File: src/hw/rtl/bcps_pkg.sv
// ----------------------------------------------------------------------------
// bcps_pkg
// Shared types and constants for the byte class pattern search core.
// ----------------------------------------------------------------------------
package bcps_pkg;

	localparam int ALPHABET = 256;
	localparam int SYM_W    = 8;
	localparam int COL_W    = 32;
	localparam int CNT_W    = 32;
	localparam int PLEN_W   = 6;
	localparam int OFS_W    = 16;
	localparam int LEN_W    = 7;   // holds a clamped length up to 64
	localparam int CFG_IDX_W = 2;
	localparam int CFG_DAT_W = 32;

	localparam logic CMD_LOAD = 1'b0;
	localparam logic CMD_DATA = 1'b1;

	localparam logic [CFG_IDX_W-1:0] REG_PATTERN_LENGTH = 2'd0;
	localparam logic [CFG_IDX_W-1:0] REG_START_OFFSET   = 2'd1;
	localparam logic [CFG_IDX_W-1:0] REG_MIN_SIZE       = 2'd2;

	// per-byte control travelling down the pipeline
	typedef struct packed {
		logic             valid;
		logic             first;
		logic             last;
		logic [CNT_W-1:0] pos;
	} bcps_ctl_t;

endpackage

File: src/hw/rtl/bcps_report.sv
// ----------------------------------------------------------------------------
// bcps_report
// Match position tracking and the registered result stage.
// ----------------------------------------------------------------------------
module bcps_report (
	input  logic                        clk,
	input  logic                        arst_n,
	input  bcps_pkg::bcps_ctl_t         ctl_s1,
	input  logic                        full_hit,
	input  logic [bcps_pkg::LEN_W-1:0]  len_eff,
	input  logic [bcps_pkg::OFS_W-1:0]  start_offset,
	input  logic [bcps_pkg::CNT_W-1:0]  min_size,
	input  logic                        out_stall,
	output logic                        advance,
	output logic                        out_valid,
	output logic                        matches_at_start,
	output logic                        found,
	output logic [bcps_pkg::CNT_W-1:0]  next_offset
);
	import bcps_pkg::*;

	bcps_ctl_t        ctl_s2;
	logic             start_hit_q;
	logic             hit_valid_q;
	logic [CNT_W-1:0] hit_pos_q;
	logic             out_valid_q;
	logic             at_start_q;
	logic             found_q;
	logic [CNT_W-1:0] next_ofs_q;

	logic [CNT_W-1:0] lead;
	logic [CNT_W-1:0] need;
	logic [CNT_W-1:0] need_eff;
	logic [CNT_W-1:0] size;
	logic             hit;
	logic             hit_zero;
	logic             sh_nxt;
	logic             hv_nxt;
	logic [CNT_W-1:0] hp_nxt;
	logic             sh_base;
	logic             hv_base;
	logic             load;

	always_comb begin
		lead     = CNT_W'(start_offset) + CNT_W'(len_eff) - 1'b1;
		need     = CNT_W'(start_offset) + CNT_W'(len_eff);
		need_eff = (min_size > need) ? min_size : need;
		size     = (ctl_s2.pos == '1) ? ctl_s2.pos : ctl_s2.pos + 1'b1;
		hit      = full_hit & (ctl_s2.pos >= lead);
		hit_zero = (ctl_s2.pos == lead);
		// a stream's first byte starts from clean tracking state
		sh_base  = ctl_s2.first ? 1'b0 : start_hit_q;
		hv_base  = ctl_s2.first ? 1'b0 : hit_valid_q;
		sh_nxt   = sh_base | (hit & hit_zero);
		hv_nxt   = hv_base | (hit & ~hit_zero);
		hp_nxt   = hv_base ? hit_pos_q : ctl_s2.pos - lead;
	end

	assign advance = !(ctl_s2.valid && ctl_s2.last && out_valid_q && out_stall);
	assign load    = advance & ctl_s2.valid & ctl_s2.last;

	always_ff @(posedge clk or negedge arst_n) begin
		if (!arst_n) begin
			ctl_s2      <= '0;
			start_hit_q <= 1'b0;
			hit_valid_q <= 1'b0;
			hit_pos_q   <= '0;
			out_valid_q <= 1'b0;
		end else begin
			if (advance) begin
				ctl_s2 <= ctl_s1;
				if (ctl_s2.valid) begin
					start_hit_q <= sh_nxt;
					hit_valid_q <= hv_nxt;
					hit_pos_q   <= hp_nxt;
				end
			end
			if (load) begin
				out_valid_q <= 1'b1;
			end else if (!out_stall) begin
				out_valid_q <= 1'b0;
			end
		end
	end

	always_ff @(posedge clk) begin
		if (load) begin
			if (size < need_eff) begin
				at_start_q <= 1'b0;
				found_q    <= 1'b0;
				next_ofs_q <= size;
			end else begin
				at_start_q <= sh_nxt;
				found_q    <= hv_nxt;
				next_ofs_q <= hv_nxt ? hp_nxt : size;
			end
		end
	end

	assign out_valid        = out_valid_q;
	assign matches_at_start = at_start_q;
	assign found            = found_q;
	assign next_offset      = next_ofs_q;

endmodule

File: config.mk
export PLATFORM = sky130hd
export DESIGN_NAME = bcps_report
export DESIGN_NICKNAME = d
export VERILOG_FILES = /design/src/hw/rtl/bcps_pkg.sv /design/src/hw/rtl/bcps_report.sv
export SDC_FILE = /design/constraint.sdc
export NUM_CORES = 1
export LEC_CHECK = 0
export BUFFER_PORTS_ARGS = -buffer_cell sky130_fd_sc_hd__buf_2
export CORE_MARGIN = 3
export CORE_UTILIZATION = 45
export CTS_BUF_LIST = sky130_fd_sc_hd__clkbuf_8
export CTS_CLUSTER_SIZE = 28
export DETAILED_ROUTE_END_ITERATION = 16
export PLACE_DENSITY = 0.65
export SLEW_MARGIN = 5
export SYNTH_ARGS = -nofsm -noshare
export SYNTH_HDL_FRONTEND = slang
export SYNTH_SLANG_ARGS = --single-unit
File: constraint.sdc
create_clock -name clk -period 8.8 [get_ports clk]
set_input_delay 1.76 -clock clk [delete_from_list [all_inputs] [get_ports clk]]
set_output_delay 1.76 -clock clk [all_outputs]
set_load 0.05 [all_outputs]
==> results.md <==
- Logic depth of the worst setup path including buffers: 31
- Standard cell core area: roughly 0.02 mm^2
- Routability congestion estimate from global placement: 0.921
- Netlist cell types: between 60 and 70
- Sum of buffers and inverters on the critical path: 4
- DRC violation count after routing: 0
- Peak-usage layer in the global routing report: met2
- Area share of xor/xnor cells in the synthesized design: 7.34%
- Number of cell instances on the worst register-to-register path: 21
- Post-synth net total: 1202
- CTS tree: yes
- Slowest cell on the critical path: sky130_fd_sc_hd__o41ai_2
- Required time of the critical path: 8.94 ns
- Violation count after the first detailed-routing iteration: 591
- Post-route standard cell area excluding fillers: about 0.010 mm^2
- Launch instance of the worst min-delay path: hit_pos_q[20]
- Proportion of register bits with asynchronous set or reset after synthesis: 67.3%
- Met1 capacity usage during global routing: 34.5%
- DP HPWL: 20.7 mm
- Result of the run: completed
- Peak per-stage delay on the critical path: 0.44 ns
- Crit path launch type: primary input
- Proportion of total power due to net switching: 39.3%
- Inserted Diodes: 0
- Routed wire length: 26.8 mm
- Mux cell area share after synthesis: between 10% and 20%
- Buffer levels on the longest clock path: 2
- Highest-count cells in the layout ignoring fill and taps: 129 x sky130_fd_sc_hd__buf_2, 95 x sky130_fd_sc_hd__nand2_1, 87 x sky130_fd_sc_hd__ha_1
- Proportion of synthesized chip area in sequential cells: 30.6%
- Total clock buffers created by CTS: 9
- Number of setup violations in the final report: 0
- CTS H-tree depth: 3
- Worst Tran Pin Value: 0.958 ns
- Fraction of the mapped netlist area in simple logic gates: 17.1%
- Hold Path Sink: hit_pos_q[20]
- Placed cell count: 1407
- Ratio of total power to cell area: 161 mW/mm^2
- Total of hold buffers inserted after clock tree synthesis: 0
- Count of warnings emitted by yosys: 0
- Post-layout instance count excluding filler cells: 1427
- Worst reg2reg path endpoint: next_offset[1]
- Wire length of the first global-routing pass: 41.4 mm
- Area added between synthesis and finish: 14.6%
- Count of input and output buffers: 129
- Remaining number of nets flagged by the antenna check after routing: 0
- Die H: approximately 150 um
- Detailed-router iteration count before antenna repair: 6
- Share of post-route cells with drive strength above 1: 19.7%
- Maximum VDD drop: 96.1 uV
- Count of pins over their slew limit: 0
- Clock Skew: around 0.011 ns
- Number of stages on the worst hold path: 2
- Vias in the first global route: 7632
- Main combinational cell family by area after synthesis: compound AO/OA/AOI/OAI gates
- Placement Cell Area: 0.0101 mm^2
- Worst endpoint data arrival time: 8.45 ns
- Fraction of power consumed by the clock network: 18.3%
- Setup Crit Path Kind: in2reg
- Cell-internal power: roughly 1.0 mW
- DR vias/cell: slightly below 6
- Total Routing Usage GR: 23.9%
- Final period demand of the worst path: 8.31 ns
- Share of total power in sequential cells: 39.0%
- Worst R2R Start: ctl_s2[1]
- Hold WC Path Type: reg2reg
- Switching Power: 0.656 mW
- Register-to-register setup slack: 2.83 ns
- Hold Fails Final Rpt: 0
- Post-placement setup slack: -0.122 ns
- Top cell family by delay on the critical path: compound AO/OA/AOI/OAI gates
- Mean post-synth cell area: 8.90 um^2
- Initial standard-cell utilization of the core: between 40% and 50%
- Most common cell after layout, fill and taps aside: sky130_fd_sc_hd__buf_2
- Gate count of the mapped netlist: 1019
- Largest net degree at the start of global routing: 71
- #FFs+latches synth: 104
- Nets: 1340
- Max-cap violation count: 0
- Compound-cell area share of the yosys netlist: 18.2%
- Number of enable flip-flop cells after synthesis: 34
- PnR worst setup slack: ~0.49 ns
- CTS clk-pin slew, worst paths: 0.10 ns
- Unrepaired setup endpoints after global routing: false
- Max Fanout on Critical Path: 14
- Static leakage power: around 4.7 nW
- Max-Slew Margin vs Limit: between 30% and 40%
- Top_reg_cell synth: sky130_fd_sc_hd__dfrtp_1
- Clock insertion delay at the later pin of the skew report: 0.39 ns
- Leftover overflow at the end of global routing: 0
- Combinational Power Share: between 40% and 50%
- Top-level I/O count: 130
- Ratio of final minimum period to clock period: 94.4%
- Total vias in the final route: 8223
- Endpoint class of the critical path: flip-flop
- Antenna violations before repair: 1
- Final Total Pwr: 1.67 mW
- Routing usage on met2: about 38%
- Synth Area in Adders: around an eighth
- Area of the die: 0.0219 mm^2
- Maximum operating frequency: 120 MHz
- Met3 capacity usage during global routing: 3.59%
- Clock net sink count: 104
- Std-Cell Rows: 51
- Die width: 148 um
- Root buffer selected by CTS: sky130_fd_sc_hd__clkbuf_8
- Post-synthesis instance area: slightly above 0.009 mm^2
- Per-cell routed wire length: 18.8 um
==> flip-flops by register name, indices dropped and copies added (netlist names) <==
register          count
ctl_s2               35
hit_pos_q            32
next_offset          32
found                 1
hit_valid_q           1
matches_at_start      1
out_valid             1
start_hit_q           1
==> worst min-delay path, cell delays in order (launching register included) <==
cell and delay [ns]:
sky130_fd_sc_hd__dfrtp_1 0.36, sky130_fd_sc_hd__nand2_1 0.04, sky130_fd_sc_hd__o21ai_0 0.06
==> power by group through the flow <==
stage          registers (mW)  clock network (mW)  logic (mW)
5_1_grt                 0.661               0.333       0.788
3_3_place_gp            0.657                   0       0.686
4_1_cts                 0.650               0.317       0.698
6_report                0.651               0.306       0.711
2_1_floorplan           0.695                   0       0.463
3_5_place_dp            0.659                   0       0.695
==> cells in the mapped netlist, types with 4 or more instances <==
cell / number / share of area (%)
sky130_fd_sc_hd__nand2b_1: 7 / 0.48
sky130_fd_sc_hd__or3_1: 6 / 0.41
sky130_fd_sc_hd__ha_1: 87 / 12
sky130_fd_sc_hd__o21ai_0: 53 / 2.9
sky130_fd_sc_hd__a31oi_1: 6 / 0.41
sky130_fd_sc_hd__o31a_1: 4 / 0.39
sky130_fd_sc_hd__nand4_1: 21 / 1.4
sky130_fd_sc_hd__a211o_1: 5 / 0.48
sky130_fd_sc_hd__a21oi_1: 72 / 4.0
sky130_fd_sc_hd__nor2b_1: 8 / 0.55
sky130_fd_sc_hd__a211oi_1: 11 / 0.91
sky130_fd_sc_hd__and4_1: 6 / 0.58
sky130_fd_sc_hd__dfrtp_1: 70 / 19
sky130_fd_sc_hd__a21o_1: 25 / 2.1
sky130_fd_sc_hd__o211ai_1: 9 / 0.74
sky130_fd_sc_hd__mux2_1: 15 / 1.9
sky130_fd_sc_hd__o21a_1: 14 / 1.2
sky130_fd_sc_hd__nand3_1: 22 / 1.2
sky130_fd_sc_hd__a2111oi_0: 4 / 0.39
sky130_fd_sc_hd__inv_1: 59 / 2.4
sky130_fd_sc_hd__nand2_1: 96 / 4.0
sky130_fd_sc_hd__mux2_2: 44 / 5.5
sky130_fd_sc_hd__nor3_1: 22 / 1.2
sky130_fd_sc_hd__xnor2_1: 49 / 4.7
sky130_fd_sc_hd__and2_1: 8 / 0.55
sky130_fd_sc_hd__o21bai_1: 8 / 0.66
sky130_fd_sc_hd__nor4_1: 11 / 0.76
sky130_fd_sc_hd__o31ai_1: 10 / 0.83
sky130_fd_sc_hd__mux2i_1: 29 / 3.2
sky130_fd_sc_hd__nor2_1: 82 / 3.4
sky130_fd_sc_hd__edfxtp_1: 34 / 11
sky130_fd_sc_hd__xor2_1: 27 / 2.6
sky130_fd_sc_hd__buf_1: 6 / 0.25
sky130_fd_sc_hd__clkbuf_1: 20 / 0.83
sky130_fd_sc_hd__and3_1: 24 / 1.7
==> cell families (layout without fill, tap and decap cells) <==
group                    Yosys count  in the layout
multiplexers                      88             88
flip-flops                       104            104
adder cells (fa/ha/maj)           90             90
buffers and inverters             88            230
AND/OR/NAND/NOR                  323            323
XOR/XNOR                          76             76
AO/OA/AOI/OAI                    250            251
==> metal layers <==
| layer | vias up | wire length, um |
|---|---|---|
| met4 | 2 | 430 |
| met5 | - | 12 |
| met2 | 234 | 12300 |
| met3 | 31 | 1550 |
| met1 | 3941 | 12500 |
| li1 | 4015 | - |
==> metrics by stage <==
| step | setup TNS (ns) | hold WS (ns) | util [%] |
|---|---|---|---|
| after detailed placement | -2.21 | 0.472 | 51.5 |
| after floorplan | 0 | 0.442 | - |
| final | 0 | 0.494 | 52.9 |
| after CTS | 0 | 0.496 | 52.5 |
| after global placement | -0.691 | 0.462 | 51.5 |
| after global routing | 0 | 0.510 | 52.9 |
==> repair_timing <==
item,4_1_cts,5_1_grt
endpoints found under the setup margin,0,31
buffers inserted,0,3
gates resized for setup,0,3
==> worst max-delay path by stage <==
stage / start / endpoint / slack, ns
CTS: len_eff[0] / next_offset[3] / 0.27
global route: len_eff[0] / next_offset[30] / 0.003
floorplan: len_eff[0] / next_offset[25] / 0.29
finish: len_eff[0] / next_offset[28] / 0.49
detailed placement: len_eff[0] / next_offset[3] / -0.12
global placement: len_eff[0] / next_offset[2] / -0.06
==> cell type report <==
type	count	area, um^2
clock buffer	9	124
clock inverter	7	66.3
fill	1952	9260
inverter	59	221
multi-input combinational	828	6010
sequential	104	2770
tap	265	332
timing repair buffer	155	866
Note: power is estimated with default switching activity, not from simulation.
